--- src/hdl/rtp_timestamp_matcher_macros.svh ---
// Assertion helpers shared by the timestamp matcher RTL.
`ifndef RTP_TIMESTAMP_MATCHER_MACROS_SVH
`define RTP_TIMESTAMP_MATCHER_MACROS_SVH

// Checked on every rising edge of clock, held off while reset is high.
`define RTPM_ASSERT(label, prop, msg) \
   label: assert property (@(posedge clock) disable iff (reset) (prop)) else $error(msg);

// Implication from a trigger to a condition in the following cycle.
`define RTPM_ASSERT_NEXT(label, trig, cond, msg) \
   `RTPM_ASSERT(label, (trig) |=> (cond), msg)

`endif

--- src/hdl/rtpm_pkg.sv ---
package rtpm_pkg;

   localparam int STAMP_W = 32;
   localparam int INDEX_W = 3;
   localparam int ACTIVE_W = 3;
   localparam int TOTAL_W = 32;
   // Wide enough for an active count of up to eight components.
   localparam int COUNT_W = 4;
   localparam logic [ACTIVE_W-1:0] ACTIVE_RESET = 3'd4;

   typedef enum logic [2:0] {
      OUTCOME_ORDER_ERROR = 3'd0,
      OUTCOME_DROPPED     = 3'd1,
      OUTCOME_RESTARTED   = 3'd2,
      OUTCOME_MATCHED     = 3'd3,
      OUTCOME_PENDING     = 3'd4,
      OUTCOME_BAD_INDEX   = 3'd5
   } outcome_type;

   typedef struct packed {
      logic [INDEX_W-1:0] comp_id;
      logic [STAMP_W-1:0] frame_timestamp;
   } req_type;

   typedef struct packed {
      outcome_type        outcome;
      logic [TOTAL_W-1:0] matched_count;
      logic [TOTAL_W-1:0] mismatch_count;
      logic [TOTAL_W-1:0] order_error_count;
   } rsp_type;

   typedef struct packed {
      outcome_type outcome;
      logic        store;
      logic        clear_pending;
      logic        set_pending;
      logic        inc_matched;
      logic        inc_mismatch;
      logic        inc_order;
   } decision_type;

   // Serial-number ordering of wrapping stamps: true when a comes before b.
   function automatic logic stamp_before(logic [STAMP_W-1:0] a, logic [STAMP_W-1:0] b);
      if (a[STAMP_W-1] == b[STAMP_W-1]) begin
         return a < b;
      end
      return a[STAMP_W-2:0] > b[STAMP_W-2:0];
   endfunction

endpackage

--- src/hdl/rtpm_match.sv ---
module rtpm_match #(
   parameter int MAX_COMPONENTS = 4
) (
   input  logic [rtpm_pkg::ACTIVE_W-1:0] active,
   input  rtpm_pkg::req_type              item,
   input  logic [MAX_COMPONENTS-1:0]      seen,
   input  logic [MAX_COMPONENTS-1:0]      pending,
   input  logic [rtpm_pkg::STAMP_W-1:0]   last_stamp [MAX_COMPONENTS],
   output rtpm_pkg::decision_type         decision
);

   localparam logic [rtpm_pkg::COUNT_W-1:0] MaxCount = rtpm_pkg::COUNT_W'(MAX_COMPONENTS);

   always_comb begin
      logic [rtpm_pkg::COUNT_W-1:0] count;
      logic [MAX_COMPONENTS-1:0]    hit;
      logic [rtpm_pkg::STAMP_W-1:0] own_last;
      logic                         own_seen;
      logic                         bad;
      logic                         order_err;
      logic                         decided;
      logic                         dropped;
      logic                         all_others;
      logic                         active_k;

      count = (rtpm_pkg::COUNT_W'(active) > MaxCount) ? MaxCount
                                                       : rtpm_pkg::COUNT_W'(active);
      bad = rtpm_pkg::COUNT_W'(item.comp_id) >= count;
      own_last = '0;
      own_seen = 1'b0;
      for (int k = 0; k < MAX_COMPONENTS; k++) begin
         hit[k] = item.comp_id == rtpm_pkg::INDEX_W'(k);
         if (hit[k]) begin
            own_last = last_stamp[k];
            own_seen = seen[k];
         end
      end
      order_err = own_seen && (item.frame_timestamp == own_last ||
                  rtpm_pkg::stamp_before(item.frame_timestamp, own_last));

      // The lowest-numbered pending component that disagrees decides the outcome.
      decided = 1'b0;
      dropped = 1'b0;
      all_others = 1'b1;
      for (int k = 0; k < MAX_COMPONENTS; k++) begin
         active_k = rtpm_pkg::COUNT_W'(k) < count;
         if (!decided && active_k && !hit[k] && pending[k]) begin
            if (rtpm_pkg::stamp_before(item.frame_timestamp, last_stamp[k])) begin
               decided = 1'b1;
               dropped = 1'b1;
            end else if (rtpm_pkg::stamp_before(last_stamp[k], item.frame_timestamp)) begin
               decided = 1'b1;
            end
         end
         if (active_k && !hit[k] && !pending[k]) begin
            all_others = 1'b0;
         end
      end

      decision = '0;
      if (bad) begin
         decision.outcome = rtpm_pkg::OUTCOME_BAD_INDEX;
      end else if (order_err) begin
         decision.outcome = rtpm_pkg::OUTCOME_ORDER_ERROR;
         decision.clear_pending = 1'b1;
         decision.inc_order = 1'b1;
      end else begin
         decision.store = 1'b1;
         if (decided) begin
            decision.clear_pending = 1'b1;
            decision.inc_mismatch = 1'b1;
            decision.set_pending = !dropped;
            decision.outcome = dropped ? rtpm_pkg::OUTCOME_DROPPED
                                       : rtpm_pkg::OUTCOME_RESTARTED;
         end else if (all_others) begin
            decision.clear_pending = 1'b1;
            decision.inc_matched = 1'b1;
            decision.outcome = rtpm_pkg::OUTCOME_MATCHED;
         end else begin
            decision.set_pending = 1'b1;
            decision.outcome = rtpm_pkg::OUTCOME_PENDING;
         end
      end
   end

endmodule

--- src/hdl/rtpm_sat_counter.sv ---
module rtpm_sat_counter (
   input  logic                         clock,
   input  logic                         reset,
   input  logic                         inc,
   output logic [rtpm_pkg::TOTAL_W-1:0] total_next
);

   logic [rtpm_pkg::TOTAL_W-1:0] total_ff;

   // The value after this event, so that the result can report it directly.
   assign total_next = (inc && total_ff != '1) ? total_ff + 1'b1 : total_ff;

   always_ff @(posedge clock) begin
      if (reset) begin
         total_ff <= '0;
      end else begin
         total_ff <= total_next;
      end
   end

endmodule

--- src/hdl/rtp_timestamp_matcher.sv ---
// RTP timestamp matcher.
// The req channel carries one new-frame event per transfer: a component index
// and a 32-bit wrapping RTP timestamp. The rsp channel returns exactly one
// result per event: an outcome code and the three saturating totals as they
// stand after that event. The csr port writes the active component count; it
// is to be written only while no event is in flight.
// An event is taken into an input register and decided from there by the
// comparison logic against all components in parallel, and the result
// is registered with the state update at the same edge. One event is
// accepted every cycle while the result register is empty or being read.
// The next event sees the updated state because the per-component flags and
// stamps are written at the edge that loads the result register.
// When the receiver stalls, the result register holds its transfer and the
// input register keeps one more event; req_ready falls only while both are
// full and rsp_ready is low.
// Reset clears all flags, the totals and both stage valids, and sets the
// active count to four; it takes effect at once, with no clearing pass.
`include "rtp_timestamp_matcher_macros.svh"

module rtp_timestamp_matcher #(
   parameter int MAX_COMPONENTS = 4
) (
   input  logic                         clock,
   input  logic                         reset,
   input  logic                         req_valid,
   output logic                         req_ready,
   input  rtpm_pkg::req_type            req_payload,
   output logic                         rsp_valid,
   input  logic                         rsp_ready,
   output rtpm_pkg::rsp_type            rsp_payload,
   input  logic                         csr_write_enable,
   input  logic [rtpm_pkg::ACTIVE_W-1:0] csr_write_data
);

   logic                          in_valid_ff;
   rtpm_pkg::req_type             in_ff;
   logic                          out_valid_ff;
   rtpm_pkg::rsp_type             out_ff;
   logic [rtpm_pkg::ACTIVE_W-1:0] active_ff;
   logic [MAX_COMPONENTS-1:0]     seen_ff;
   logic [MAX_COMPONENTS-1:0]     pending_ff;
   logic [MAX_COMPONENTS-1:0]     pending_in;
   logic [rtpm_pkg::STAMP_W-1:0]  last_stamp_ff [MAX_COMPONENTS];
   rtpm_pkg::decision_type        dec;
   logic                          advance;
   logic [rtpm_pkg::TOTAL_W-1:0]  matched_next;
   logic [rtpm_pkg::TOTAL_W-1:0]  mismatch_next;
   logic [rtpm_pkg::TOTAL_W-1:0]  order_next;

   assign advance   = in_valid_ff && (!out_valid_ff || rsp_ready);
   assign req_ready = !in_valid_ff || advance;
   assign rsp_valid = out_valid_ff;
   assign rsp_payload = out_ff;

   rtpm_match #(
      .MAX_COMPONENTS(MAX_COMPONENTS)
   ) u_match (
      .active    (active_ff),
      .item      (in_ff),
      .seen      (seen_ff),
      .pending   (pending_ff),
      .last_stamp(last_stamp_ff),
      .decision  (dec)
   );

   rtpm_sat_counter u_matched (
      .clock     (clock),
      .reset     (reset),
      .inc       (advance && dec.inc_matched),
      .total_next(matched_next)
   );

   rtpm_sat_counter u_mismatch (
      .clock     (clock),
      .reset     (reset),
      .inc       (advance && dec.inc_mismatch),
      .total_next(mismatch_next)
   );

   rtpm_sat_counter u_order (
      .clock     (clock),
      .reset     (reset),
      .inc       (advance && dec.inc_order),
      .total_next(order_next)
   );

   always_comb begin
      pending_in = dec.clear_pending ? '0 : pending_ff;
      for (int k = 0; k < MAX_COMPONENTS; k++) begin
         if (dec.set_pending && in_ff.comp_id == rtpm_pkg::INDEX_W'(k)) begin
            pending_in[k] = 1'b1;
         end
      end
   end

   always_ff @(posedge clock) begin
      if (reset) begin
         in_valid_ff  <= 1'b0;
         out_valid_ff <= 1'b0;
         active_ff    <= rtpm_pkg::ACTIVE_RESET;
         seen_ff      <= '0;
         pending_ff   <= '0;
      end else begin
         if (req_ready) begin
            in_valid_ff <= req_valid;
         end
         if (advance) begin
            out_valid_ff <= 1'b1;
            pending_ff   <= pending_in;
            for (int k = 0; k < MAX_COMPONENTS; k++) begin
               if (dec.store && in_ff.comp_id == rtpm_pkg::INDEX_W'(k)) begin
                  seen_ff[k] <= 1'b1;
               end
            end
         end else if (rsp_ready) begin
            out_valid_ff <= 1'b0;
         end
         if (csr_write_enable) begin
            active_ff <= csr_write_data;
         end
      end
   end

   // Stamps are only read once their seen flag is set, so they need no reset.
   always_ff @(posedge clock) begin
      if (req_valid && req_ready) begin
         in_ff <= req_payload;
      end
      if (advance) begin
         out_ff.outcome           <= dec.outcome;
         out_ff.matched_count     <= matched_next;
         out_ff.mismatch_count    <= mismatch_next;
         out_ff.order_error_count <= order_next;
         for (int k = 0; k < MAX_COMPONENTS; k++) begin
            if (dec.store && in_ff.comp_id == rtpm_pkg::INDEX_W'(k)) begin
               last_stamp_ff[k] <= in_ff.frame_timestamp;
            end
         end
      end
   end

   `RTPM_ASSERT(a_pending_implies_seen, (pending_ff & ~seen_ff) == '0,
                "pending flag set on an unseen component")
   `RTPM_ASSERT_NEXT(a_clear_takes_effect,
                     advance && dec.clear_pending && !dec.set_pending,
                     pending_ff == '0, "pending flags survived a clear")
   `RTPM_ASSERT(a_one_total_per_event,
                !advance || $onehot0({dec.inc_matched, dec.inc_mismatch, dec.inc_order}),
                "more than one total advanced by one event")
   `RTPM_ASSERT(a_stall_only_when_full,
                req_ready || (in_valid_ff && out_valid_ff && !rsp_ready),
                "input stalled while the pipeline could move")

endmodule

--- config.mk ---
export PLATFORM = sky130hd
export DESIGN_NAME = rtp_timestamp_matcher
export DESIGN_NICKNAME = d
export VERILOG_FILES = /design/src/hdl/rtpm_pkg.sv /design/src/hdl/rtpm_match.sv /design/src/hdl/rtpm_sat_counter.sv /design/src/hdl/rtp_timestamp_matcher.sv
export VERILOG_INCLUDE_DIRS = /design/src /design/src/hdl
export SDC_FILE = /design/constraint.sdc
export NUM_CORES = 1
export LEC_CHECK = 0
export ABC_AREA = 1
export BUFFER_PORTS_ARGS = -buffer_cell sky130_fd_sc_hd__buf_4
export CORE_AREA = 2 2 212 214
export DETAILED_ROUTE_END_ITERATION = 10
export DIE_AREA = 0 0 214 216
export PLACE_DENSITY = 0.66
export RECOVER_POWER = 25
export SETUP_SLACK_MARGIN = 0.15
export SLEW_MARGIN = 0
export SYNTH_ARGS = -nofsm -noshare
export SYNTH_HDL_FRONTEND = slang
export SYNTH_SLANG_ARGS = --single-unit
--- constraint.sdc ---
create_clock -name clock -period 7.3 [get_ports clock]
set_clock_uncertainty 0.1 [all_clocks]
set_input_delay 1.095 -clock clock [delete_from_list [all_inputs] [get_ports clock]]
set_output_delay 1.095 -clock clock [all_outputs]
set_load 0.05 [all_outputs]
# Word level (Yosys, flattened, before mapping)
# Cells that the tools add are included.
# classes
add_sub_neg	3
order_cmp	24
n_eq_ne	16
muxes	108
reduce_logical	67
# op_table
cell	n
< comparator 32 bit	9
> comparator 31 bit	9
2-to-1 mux 32 bit	7
adder 32 x 1 -> 32 bit (second input constant)	3
inequality test 32 bit (second input constant)	3
2-to-1 mux 1 bit	92
logical AND 1 bit	35
equality test 32 bit	1
AND reduction 2 bit	8
2-to-1 mux 3 bit	5
zero test 1 bit	14
nonzero test 2 bit	5
equality test 1 bit	9
< comparator 1 x 4 -> 1 bit (first input constant)	2
< comparator 2 x 4 -> 1 bit (first input constant)	2
equality test 3 x 2 -> 1 bit (second input constant)	2
2-to-1 mux 6 bit	1
>= comparator 3 x 4 -> 1 bit	1
2-to-1 mux 2 bit	2
2-to-1 mux 4 bit	1
equality test 3 x 1 -> 1 bit (second input constant)	1
> comparator 3 bit (second input constant)	1
zero test 3 bit	1
logical OR 1 bit	3
OR reduction 2 bit	1
# word_totals
reg_bits	371
inputBits	43
out_inout_bits	101
elab_cells	243

# Depth between registers and ports, before layout
# Gate-level depths: netlist (run 1).
# logic_depth
depth_word	67
depth_mapped	27

# Modules after synthesis
# Synthesis (run 1) repeated with hierarchy kept, for this count alone.
# unflattened
cells_unflattened	2622
hier_area_um2	21571.9
# modules_own_cells
module	n_inst	cells_per_inst	area_each_um2
rtp_timestamp_matcher	1	343	8441.8
rtpm_match	1	1169	6591.3
rtpm_sat_counter at u_matched ...	2	370	2177.1
rtpm_sat_counter at u_order	1	370	2184.6

# Least setup slack after synthesis (run 1)
# OpenSTA, ideal clock, no wires.
# synth_timing
kind	flip-flop to flip-flop
from	reg in_ff[34] in the netlist's numbering
to	reg pending_ff[0]
setup_ps	72
t_arrival_ps	4323
t_required_ps	7128
slack_ps	2806
stages_incl_launch_ff	19
n_path_buf	1
synth_period_minus_slack_ps	4494
path_cell_list	edfxtp_1 -> nor3_1 -> inv_2 -> clkbuf_1 -> o221ai_1 -> a21oi_1 -> ha_1 -> nand2_1 -> nor2_2 -> nand2_2 -> nor4_4 -> a21oi_1 -> nand2_1 -> nand3_2 -> nand2_4 -> nand2_4 -> nor2_1 -> nand4_1 -> a21oi_1
# synth_via
elab_chain_len	27
elab_cells_between_ends	79
# synth_rtl
item	line_no	rtl
start: declaration	rtp_timestamp_matcher.sv:36	rtpm_pkg::req_type in_ff;
start signal: assignment	rtp_timestamp_matcher.sv:127	in_ff <= req_payload;
parallel branches: the longest is 27 deep, another holds < comparator 32 bit	n/a	
end signal: assignment	rtp_timestamp_matcher.sv:109	pending_ff <= pending_in;
end: declaration	rtp_timestamp_matcher.sv:41	logic [MAX_COMPONENTS-1:0] pending_ff;
# Parallel ways; which one is timed is not known. The select of a mux whose other input is x is not followed.
# A chain may end at the register's enable or synchronous reset.

# Worst setup path after layout (run 1)
# layout_timing
from	reg in_ff[34] in the netlist's numbering
to	reg out_ff (netlist bit rsp_payload[95]) (data pin)
# layout_via
elab_chain_len	26
elab_cells_between_ends	68
# layout_rtl
item	line_no	rtl
parallel branches: the longest is 22 deep, another holds < comparator 32 bit	n/a	
2-to-1 mux 6 bit *	rtpm_match.sv:61	if (bad) begin
logical AND 1 bit *	rtp_timestamp_matcher.sv:69	.inc (advance && dec.inc_matched),
logical AND 1 bit *	rtpm_sat_counter.sv:11	assign total_next = (inc && total_ff != '1) ? total_ff + 1'b1 : total_ff;
2-to-1 mux 32 bit *	rtpm_sat_counter.sv:11	
net matched_next (one bit)	rtp_timestamp_matcher.sv:46	logic [rtpm_pkg::TOTAL_W-1:0] matched_next;
end: declaration	rtp_timestamp_matcher.sv:38	rtpm_pkg::rsp_type out_ff;
# Mark *: on every way through the listed nets, which the timed path passes. The select of a mux whose other input is x is not followed.

==> impl_metrics.py, run 1 <==
metrics = {
    "die": {
        "die-area_um2": 46200,
        "fp.dieH_um": 216,
        "pin_count": 144,
        "std_cell_rows": 77,
        "initial_utilization_pct": 48.8,
        "core_um2": 43800,
        "die_width_um": 214,
    },
    "layout": {
        "drive_gt1_share_pct": 10.6,
        "seqCellArea_um2": 10000,
        "area_growth_pct": 13.8,
        "fin_nets": 2865,
        "final_util_pct": 55.6,
        "fillers": 4012,
        "multi_input_area_um2": 9890,
    },
    "setup_path": {
        "crit_slowest_cell": "nand4_2",
        "cp_max_fo": 31,
        "cp-end-kind": "register",
        "cpMostUsedCell": "nand2_1",
        "slowest_delay_ns": 0.70,
        "worstPathRequired_ns": 7.52,
        "start_kind": "register",
        "critical_path.top_delay_family": "simple AND/OR/NAND/NOR gates",
        "critical_path_buf_inv_count": 4,
        "setup.worst_path.class": "register to register",
        "cp_data_arrival_time_ns": 5.35,
        "crit_chain": "nor2_1, inv_1, nor2_1, buf_4, inv_1, o221ai_1, a21oi_1, ha_1, nand2_1, nor2_1, nand4_1, nor3_2, nand2_1, nand2_1, nand3_2, nand2_4, nand2_4, inv_2, nand4_2, nand2_1, nand2_1",
    },
    "outcome": {
        "status": "complete, but fails checks",
        "violations": "max-capacitance violations, max-slew violations",
    },
    "grt": {
        "grt_usage_pct": 25.5,
        "grt_max_degree": 89,
        "antenna_found_initial": 1,
        "overflow": 0,
        "grt_pass1_wl_um": 93000,
        "first_global_vias": 17355,
    },
    "synth": {
        "syn_avg_cell_area_um2": 8.55,
        "ys_ff_latch": 371,
        "synth_area_um2": 21400,
        "yosys.area.top_type_share_pct": 36.8,
        "synth_flop_cell": "edfxtp_1",
        "ys_async_sr_fraction_pct": 0,
        "syn-num-nets": 2711,
        "synth_area_leaders": "edfxtp_1 37%, nand2_1 12%, dfxtp_1 10%, ha_1 9.7%, a21oi_1 5.6%",
        "yosysSeqAreaShare_pct": 47.0,
        "synth_edf_count": 262,
        "synthDistinctLibCells": 51,
        "ys_warn_count": 0,
        "synth_cells": 2502,
        "synth_most_common_cell": "nand2_1",
        "synth_commonest_cells": "705 x nand2_1, 302 x inv_1, 262 x edfxtp_1, 239 x a21oi_1, 183 x nor2_1",
        "synth_area_leader_cell": "edfxtp_1",
    },
    "cts": {
        "numCtsBuffers": 42,
        "cts.clk_slew.worst_paths_ns": 0.06,
        "post_cts_buffers": 0,
        "cts.path.max_buffers": 3,
        "htree_levels": 2,
        "cts-root-buf": "clkbuf_16",
        "ctsResizeCount": 0,
        "cts.sink_count": 371,
        "clk-insertion-delay-late_ns": 0.58,
        "holdBufCountCts": 0,
        "tritoncts": "yes",
    },
    "timing": {
        "hold_viol_final": 0,
        "fmax_mhz": 195,
        "period_needed_ns": 5.13,
        "tns_ns": 0,
        "setup_ws_ns": 2.17,
        "rsz0062_at_grt": "no",
        "fin_crit_sh_pct": 70.3,
        "slew_headroom_pct": -68.5,
        "tightestPinTransition_ns": 2.53,
        "drv_slew": 81,
        "setup_viol": 0,
        "whs_ns": 0.359,
    },
    "placed_design": {
        "port_buffers": 143,
        "place.gp.congestion": 0.946,
        "hpwlAfterDp_um": 43400,
        "detailedPlace.worstSlack_ns": 2.17,
    },
    "route": {
        "route.detailed.drc": 0,
        "drt_first_iter_violations": 1259,
        "ant_nets": 0,
        "vias_per_cell": 5.36,
        "wl_per_cell_um": 18.0,
        "routed_wl_um": 59000,
        "drtPass1Iterations": 5,
        "num_vias": 17586,
    },
    "power_and_ir_drop": {
        "ir_worst_vdd_uv": 168,
        "power.total_mw": 4.98,
        "p_leak_nw": 10.6,
        "power.density_nw_per_um2": 204,
    },
    "job": {
        "maxCapViolations": 2,
    },
    "hold_path": {
        "hp-class": "register to register",
    },
}
[routing by layer]
metal	up-vias	share of wire, %	global-route usage, %
met5	-	0	0
met4	0	3.2	8.86
met3	108	5.2	3.72
met2	480	46	41.6
met1	8232	46	34.7
li1	8766	-	-
[per-stage QoR]
step / area, um^2 / std cells
2_1_floorplan: 21400 / 2502
3_3_place_gp: 23000 / 3204
3_5_place_dp: 23000 / 3204
4_1_cts: 24400 / 3281
5_1_grt: 24400 / 3282
6_report: 24400 / 3282
[registers in the layout, indices dropped and copies added (netlist names)]
| name | flops |
|---|---|
| last_stamp_ff | 128 |
| rsp_payload | 99 |
| in_ff | 35 |
| u_matched.total_ff | 32 |
| u_mismatch.total_ff | 32 |
| u_order.total_ff | 32 |
| pending_ff | 4 |
| seen_ff | 4 |
| active_ff | 3 |
| in_valid_ff | 1 |
| rsp_valid | 1 |
[worst paths after layout]
path,slack (ns),cells after the start,end,from
setup / recovery,2.17,21,rsp_payload[95],in_ff[34]
hold / removal,0.36,2,pending_ff[2],pending_ff[2]
setup reg to reg,2.17,21,rsp_payload[95],in_ff[34]
hold reg to reg,0.36,2,pending_ff[2],pending_ff[2]
[cells in the final DEF (no fill, tap or decap), drive strengths merged, types with 2 or more instances in the layout]
cell	n
o21ai	44
nand2	722
o21bai	2
xor2	75
o21a	11
edfxtp	262
dfxtp	109
o221ai	20
xnor2	10
nand4	39
o22ai	11
clkinvlp	2
nor4	29
a21boi	2
clkbuf	93
nor2	198
clkinv	15
nand3b	4
a21oi	243
a21o	8
bufinv	3
a221oi	11
nand3	99
inv	313
nor3	73
buf	116
ha	166
and2	3
[cell families (layout without fill, tap and decap cells)]
| kind of cell | Yosys count | after routing | synth area share, % |
|---|---|---|---|
| buffers and inverters | 355 | 542 | 7.02 |
| other | 0 | 1 | 0 |
| XOR/XNOR | 85 | 85 | 3.48 |
| AO/OA/AOI/OAI | 356 | 356 | 9.37 |
| AND/OR/NAND/NOR | 1169 | 1169 | 23.5 |
| adder cells (fa/ha/maj) | 166 | 166 | 9.71 |
| flip-flops | 371 | 371 | 47.0 |
[where the power goes]
part / internal [mW] / switching [mW] / total [mW]
Sequential: 2.30 / 0.0481 / 2.35
Combinational: 0.165 / 0.351 / 0.516
Clock: 1.24 / 0.877 / 2.11
Total: 3.70 / 1.28 / 4.98
[tightest hold or removal path: cells and delay by family, from the launching register on]
| family | cells | cell delay (ns) |
|---|---|---|
| AND/OR/NAND/NOR | 1 | 0.06 |
| flip-flops | 1 | 0.31 |
| AO/OA/AOI/OAI | 1 | 0.05 |
[layout make-up]
class | instances | share of cell area, %
antenna | 1 | 0.0103
clock buffer | 55 | 4.76
clock inverter | 22 | 0.914
inverter | 311 | 4.81
multi-input combinational | 1776 | 40.6
sequential | 371 | 41.3
tap | 592 | 3.04
timing repair buffer | 154 | 4.62
Power figures use the tool's default switching activity.
==> inputs of run 2 (changes only) <==
--- a/config.mk
+++ b/config.mk
@@ -6,12 +6,12 @@
 export SDC_FILE = /design/constraint.sdc
 export NUM_CORES = 1
 export LEC_CHECK = 0
-export ABC_AREA = 1
+export ABC_AREA = 0
 export BUFFER_PORTS_ARGS = -buffer_cell sky130_fd_sc_hd__buf_4
-export CORE_AREA = 2 2 212 214
+export CORE_AREA = 2 2 200 202
 export DETAILED_ROUTE_END_ITERATION = 10
-export DIE_AREA = 0 0 214 216
-export PLACE_DENSITY = 0.66
+export DIE_AREA = 0 0 202 204
+export PLACE_DENSITY = 0.67
 export RECOVER_POWER = 25
 export SETUP_SLACK_MARGIN = 0.15
 export SLEW_MARGIN = 0
==> constraint.sdc (replaced) <==
create_clock -name clock -period 5.4 [get_ports clock]
set_clock_uncertainty 0.1 [all_clocks]
set_input_delay 0.81 -clock clock [delete_from_list [all_inputs] [get_ports clock]]
set_output_delay 0.81 -clock clock [all_outputs]
set_load 0.05 [all_outputs]
==> run 2 against run 1 <==
Against the previous run: the flow still finishes with violations (max-capacitance violations, max-slew violations); worst setup slack got worse by 1.6 ns; sequential power increased by 35%; sequential cell count unchanged; largest cell class unchanged.
==> impl_metrics.py, run 2 <==
metrics = {
    "outcome": {
        "status": "complete, but fails checks",
        "violations": "max-capacitance violations, max-slew violations",
    },
    "timing": {
        "drv_slew": 92,
        "period_needed_ns": 4.82,
        "tns_ns": 0,
        "whs_ns": 0.339,
        "fmax_mhz": 207,
        "hold_viol_final": 0,
        "tightestPinTransition_ns": 2.84,
        "rsz0062_at_grt": "no",
        "setup_ws_ns": 0.579,
        "fin_crit_sh_pct": 89.3,
        "slew_headroom_pct": -89.6,
        "setup_viol": 0,
    },
    "cts": {
        "clk-insertion-delay-late_ns": 0.57,
        "holdBufCountCts": 0,
        "cts-root-buf": "clkbuf_16",
        "cts.clk_slew.worst_paths_ns": 0.06,
        "numCtsBuffers": 42,
        "cts.path.max_buffers": 3,
        "cts.sink_count": 371,
        "htree_levels": 2,
        "tritoncts": "yes",
    },
    "setup_path": {
        "endpoint": "u_order.total_ff[1]",
        "worstPathRequired_ns": 5.75,
        "regToRegSetupSlack_ns": 0.58,
        "rr_endpoint": "u_order.total_ff[1]",
        "cp_max_fo": 16,
        "start_kind": "register",
        "r2r_start": "in_ff[33]",
        "setup.worst_path.class": "register to register",
        "crit_start": "in_ff[33]",
        "cp_data_arrival_time_ns": 5.17,
        "cp-end-kind": "register",
        "r2r_cells": 14,
    },
    "layout": {
        "fillers": 3309,
        "final_common_cell": "edfxtp_1",
        "largest-register": "last_stamp_ff",
        "fin_area_um2": 22100,
        "drive_gt1_share_pct": 15.6,
        "fin_nets": 2023,
        "largest_reg_flops": 128,
        "final_cell_mix": "262 x edfxtp_1, 170 x inv_1, 166 x ha_1",
        "area_growth_pct": 16.8,
    },
    "grt": {
        "antenna_found_initial": 0,
        "first_global_vias": 13287,
        "grt_pass1_wl_um": 71200,
        "grt_usage_pct": 21.9,
        "grt_max_degree": 83,
        "overflow": 0,
    },
    "placed_design": {
        "place_area_um2": 20700,
        "detailedPlace.worstSlack_ns": 0.479,
        "port_buffers": 143,
        "place.gp.congestion": 0.865,
        "hpwlAfterDp_um": 31600,
    },
    "die": {
        "pin_count": 144,
        "core_um2": 39200,
        "fp.dieH_um": 204,
        "die-area_um2": 41200,
        "initial_utilization_pct": 48.3,
        "die_width_um": 202,
        "std_cell_rows": 73,
    },
    "power_and_ir_drop": {
        "ir_worst_vdd_uv": 276,
        "p_leak_nw": 8.95,
        "power.density_nw_per_um2": 305,
        "power.total_mw": 6.75,
    },
    "synth": {
        "synthDistinctLibCells": 76,
        "synth_area_leader_cell": "edfxtp_1",
        "synth_edf_count": 262,
        "ys_async_sr_fraction_pct": 0,
        "syn-num-nets": 1858,
        "synth_cells": 1649,
        "yosysSeqAreaShare_pct": 53.0,
        "synth_area_leaders": "edfxtp_1 42%, dfxtp_1 12%, ha_1 11%, mux4_2 3.9%, inv_1 3.4%",
        "yosys.area.top_type_share_pct": 41.5,
        "synth_most_common_cell": "edfxtp_1",
        "ys_warn_count": 0,
        "synth_area_um2": 18900,
        "ys_ff_latch": 371,
        "syn_avg_cell_area_um2": 11.5,
        "synth_flop_cell": "edfxtp_1",
        "synth_commonest_cells": "262 x edfxtp_1, 170 x inv_1, 166 x ha_1, 109 x dfxtp_1, 88 x nor2_1",
    },
    "route": {
        "routed_wl_um": 44600,
        "vias_per_cell": 5.52,
        "drtPass1Iterations": 8,
        "wl_per_cell_um": 18.8,
        "drt_first_iter_violations": 881,
        "route.detailed.drc": 0,
        "num_vias": 13110,
        "ant_nets": 0,
    },
    "hold_path": {
        "hp-class": "primary input to register",
    },
    "job": {
        "maxCapViolations": 2,
    },
}
-- run 2: final cells by class --
type	count	area (um^2)	area share, %
Antenna cell	1	2.50	0.0113
Multi-Input combinational cell	1062	8080	36.5
Tap cell	525	657	2.97
Inverter	173	649	2.93
Timing Repair Buffer	164	1250	5.64
Clock inverter	25	317	1.43
Sequential cell	371	10000	45.4
Clock buffer	52	1130	5.10
-- run 2: logic make-up (layout without fill, tap and decap cells) --
| family | Yosys count | count (layout) | synth area share [%] |
|---|---|---|---|
| flip-flops | 371 | 371 | 53.0 |
| AND/OR/NAND/NOR | 563 | 563 | 16.1 |
| adder cells (fa/ha/maj) | 166 | 166 | 11.0 |
| XOR/XNOR | 85 | 85 | 3.93 |
| AO/OA/AOI/OAI | 202 | 202 | 6.93 |
| buffers and inverters | 216 | 414 | 4.38 |
| other | 0 | 1 | 0 |
| multiplexers | 46 | 46 | 4.68 |
-- run 2: what timing repair did --
action,CTS,global route
resized for setup,0,1
endpoints found under the setup margin,0,21
buffers inserted,0,0
-- run 2: power by group --
part	internal (mW)	total, mW	switching [mW]
Clock	1.79	2.98	1.19
Combinational	0.208	0.584	0.377
Sequential	3.11	3.18	0.0676
Total	5.11	6.75	1.63
-- run 2: critical path: stages (launching register included) --
cell	delay (ns)
edfxtp_1	0.63
buf_4	0.38
mux4_2	0.26
nand2b_1	0.06
ha_1	0.29
and3_1	0.20
nand4_1	0.15
nor3_1	0.54
a21o_1	0.22
o32ai_2	0.12
o21ai_1	0.52
a211o_1	0.41
buf_4	0.30
mux2_2	0.36
and2_1	0.15
-- run 2: worst min-delay path by stage --
stage,endpoint,from,depth (start not counted)
3_5_place_dp,seen_ff[2],seen_ff[2],1
6_report,in_ff[30],req_payload[30],1
2_1_floorplan,seen_ff[3],seen_ff[3],2
4_1_cts,in_ff[30],req_payload[30],1
3_3_place_gp,seen_ff[2],seen_ff[2],1
5_1_grt,in_ff[16],req_payload[16],1
-- run 2: metal layers --
layer	up-vias	wire (um)	track usage, %
met5	-	0	0
met4	0	1430	8.14
met2	319	21000	36.0
met1	6382	19900	29.5
met3	98	2270	3.56
li1	6311	-	-
-- run 2: per-stage QoR --
stage,instances,util [%]
after floorplan,1649,-
after global placement,2295,52.8
after detailed placement,2295,52.8
after CTS,2372,56.5
after global routing,2372,56.5
final,2373,56.5
==> inputs of run 3 (changes only) <==
--- a/config.mk
+++ b/config.mk
@@ -6,12 +6,12 @@
 export SDC_FILE = /design/constraint.sdc
 export NUM_CORES = 1
 export LEC_CHECK = 0
-export ABC_AREA = 0
+export ABC_AREA = 1
 export BUFFER_PORTS_ARGS = -buffer_cell sky130_fd_sc_hd__buf_4
-export CORE_AREA = 2 2 200 202
+export CORE_AREA = 2 2 212 214
 export DETAILED_ROUTE_END_ITERATION = 10
-export DIE_AREA = 0 0 202 204
-export PLACE_DENSITY = 0.67
+export DIE_AREA = 0 0 214 216
+export PLACE_DENSITY = 0.66
 export RECOVER_POWER = 25
 export SETUP_SLACK_MARGIN = 0.15
 export SLEW_MARGIN = 0
==> run 3 against run 2 <==
Against the previous run: the flow still finishes with violations (max-capacitance violations, max-slew violations); sequential share of layout area decreased by 4.3 points; sequential power hardly changed; register-to-register slack got worse by 0.05 ns; worst hold slack worse by 0.0031 ns; power down 0.54%; routed wire length grew 30%; maximum frequency is 0.95% lower; critical path type unchanged; critical endpoint is now rsp_payload[51]; largest cell class unchanged.
==> impl_metrics.py, run 3 (same netlist as run 1, synthesis figures left out) <==
metrics = {
    "layout": {
        "seqCellArea_um2": 10000,
        "antennaDiodeCount": 0,
        "final_common_cell": "nand2_1",
        "largest_reg_flops": 128,
        "area_growth_pct": 14.1,
        "drive_gt1_share_pct": 10.8,
        "fin_nets": 2867,
        "fin_area_um2": 24400,
        "largest-register": "last_stamp_ff",
        "final_cell_mix": "705 x nand2_1, 300 x inv_1, 262 x edfxtp_1",
        "final_util_pct": 55.7,
        "fillers": 3999,
        "multi_input_area_um2": 9900,
    },
    "power_and_ir_drop": {
        "switching_share_pct": 26.0,
        "ir_worst_vdd_uv": 220,
        "combPwrFrac_pct": 10.3,
        "intPower_mw": 4.97,
        "p_leak_nw": 10.6,
        "power.switching_mw": 1.74,
        "power.density_nw_per_um2": 275,
        "power_frac_seq_pct": 47.4,
        "clkPwrFrac_pct": 42.3,
        "power.total_mw": 6.71,
    },
    "route": {
        "drt_first_iter_violations": 1292,
        "ant_nets": 0,
        "route.detailed.drc": 0,
        "routed_wl_um": 58000,
        "vias_per_cell": 5.36,
        "drtPass1Iterations": 6,
        "num_vias": 17603,
        "wl_per_cell_um": 17.7,
    },
    "die": {
        "core_um2": 43800,
        "pin_count": 144,
        "initial_utilization_pct": 48.8,
        "std_cell_rows": 77,
        "die-area_um2": 46200,
        "fp.dieH_um": 216,
        "die_width_um": 214,
    },
    "outcome": {
        "status": "complete, but fails checks",
        "violations": "max-capacitance violations, max-slew violations",
    },
    "timing": {
        "drv_slew": 86,
        "whs_ns": 0.336,
        "rsz0062_at_grt": "no",
        "hold_viol_final": 0,
        "tns_ns": 0,
        "slew_headroom_pct": -67.3,
        "fmax_mhz": 205,
        "setup_viol": 0,
        "period_needed_ns": 4.87,
        "tightestPinTransition_ns": 2.51,
        "fin_crit_sh_pct": 90.1,
    },
    "setup_path": {
        "start_kind": "register",
        "cp_data_arrival_time_ns": 5.18,
        "worstPathRequired_ns": 5.71,
        "cp_max_fo": 34,
        "setup.worst_path.class": "register to register",
        "cp-end-kind": "register",
    },
    "hold_path": {
        "hp-class": "primary input to register",
    },
    "cts": {
        "cts.clk_slew.worst_paths_ns": 0.06,
        "numCtsBuffers": 42,
        "cts-root-buf": "clkbuf_16",
        "tritoncts": "yes",
        "cts.sink_count": 371,
        "clk-insertion-delay-late_ns": 0.57,
        "post_cts_buffers": 0,
        "cts.path.max_buffers": 3,
        "htree_levels": 2,
    },
    "grt": {
        "overflow": 0,
        "antenna_found_initial": 1,
        "grt_max_degree": 65,
        "first_global_vias": 17298,
        "grt_usage_pct": 25.0,
        "grt_pass1_wl_um": 92400,
    },
    "placed_design": {
        "place.gp.congestion": 0.954,
        "port_buffers": 143,
        "hpwlAfterDp_um": 42800,
        "place_area_um2": 23000,
    },
    "job": {
        "maxCapViolations": 2,
    },
}
run 3: cell types whose count changed in the layout (fill, tap and decap cells not counted), moves of 23 or more:
cell and delta:
nand2_1 +630, a21oi_1 +175, inv_1 +130, nor2_1 +90
and2_1 -80, nand2b_1 -39, xnor2_1 -38, xor2_1 +38
mux4_2 -33, and3_1 -24, nor3_1 +23
run 3: timing repair:
action | CTS | global route
hold buffers | 0 | 0
endpoints found under the setup margin | 0 | 37
resized for setup | 0 | 2
run 3: critical path, cell delays in order (launching register included):
cell        delay (ns)
edfxtp_1          0.47
nor2_1            0.14
inv_1             0.08
nor2_1            0.23
clkinvlp_4        0.58
o221ai_1          0.37
a21oi_1           0.07
ha_1              0.33
nand2_1           0.09
nor2_1            0.26
nand4_1           0.18
nor3_2            0.18
nand2_1           0.07
nand2_1           0.07
nand3_2           0.12
nand2_4           0.11
nand2_4           0.15
nor2_2            0.16
nand2_4           0.25
inv_4             0.39
nand2_1           0.13
nand2_1           0.11
run 3: final timing paths:
| kind | slack (ns) | endpoint | from | depth (start not counted) |
|---|---|---|---|---|
| hold / removal | 0.34 | active_ff[2] | csr_write_enable | 2 |
| setup / recovery | 0.53 | rsp_payload[51] | in_ff[34] | 21 |
| setup reg to reg | 0.53 | rsp_payload[51] | in_ff[34] | 21 |
| hold reg to reg | 0.36 | seen_ff[3] | seen_ff[3] | 1 |
run 3: power by group through the flow:
stage	sequential, mW	combinational, mW	clock, mW
after floorplan	3.35	0.351	0
after global placement	3.24	0.679	0
after detailed placement	3.24	0.693	0
after CTS	3.18	0.695	2.89
after global routing	3.19	0.761	3.02
final	3.18	0.694	2.84
run 3: metrics by stage:
step	setup slack (ns)	instances
6_report	0.532	3284
5_1_grt	0.147	3284
4_1_cts	0.487	3284
3_5_place_dp	0.496	3206
3_3_place_gp	0.612	3206
2_1_floorplan	0.906	2502
run 3: metal layers:
layer  vias up  routed length [um]  GRT usage, %
li1       8765                   -             -
met1      8269               27100          34.7
met2       485               26500          40.6
met3        82                2970          3.78
met4         2                1370          7.25
met5         -                  16             0
run 3: cell type report:
class | instances | area share [%]
Sequential cell | 371 | 41.2
Multi-Input combinational cell | 1776 | 40.5
Clock buffer | 54 | 4.91
Timing Repair Buffer | 156 | 4.82
Inverter | 311 | 4.82
Tap cell | 592 | 3.03
Clock inverter | 24 | 0.743
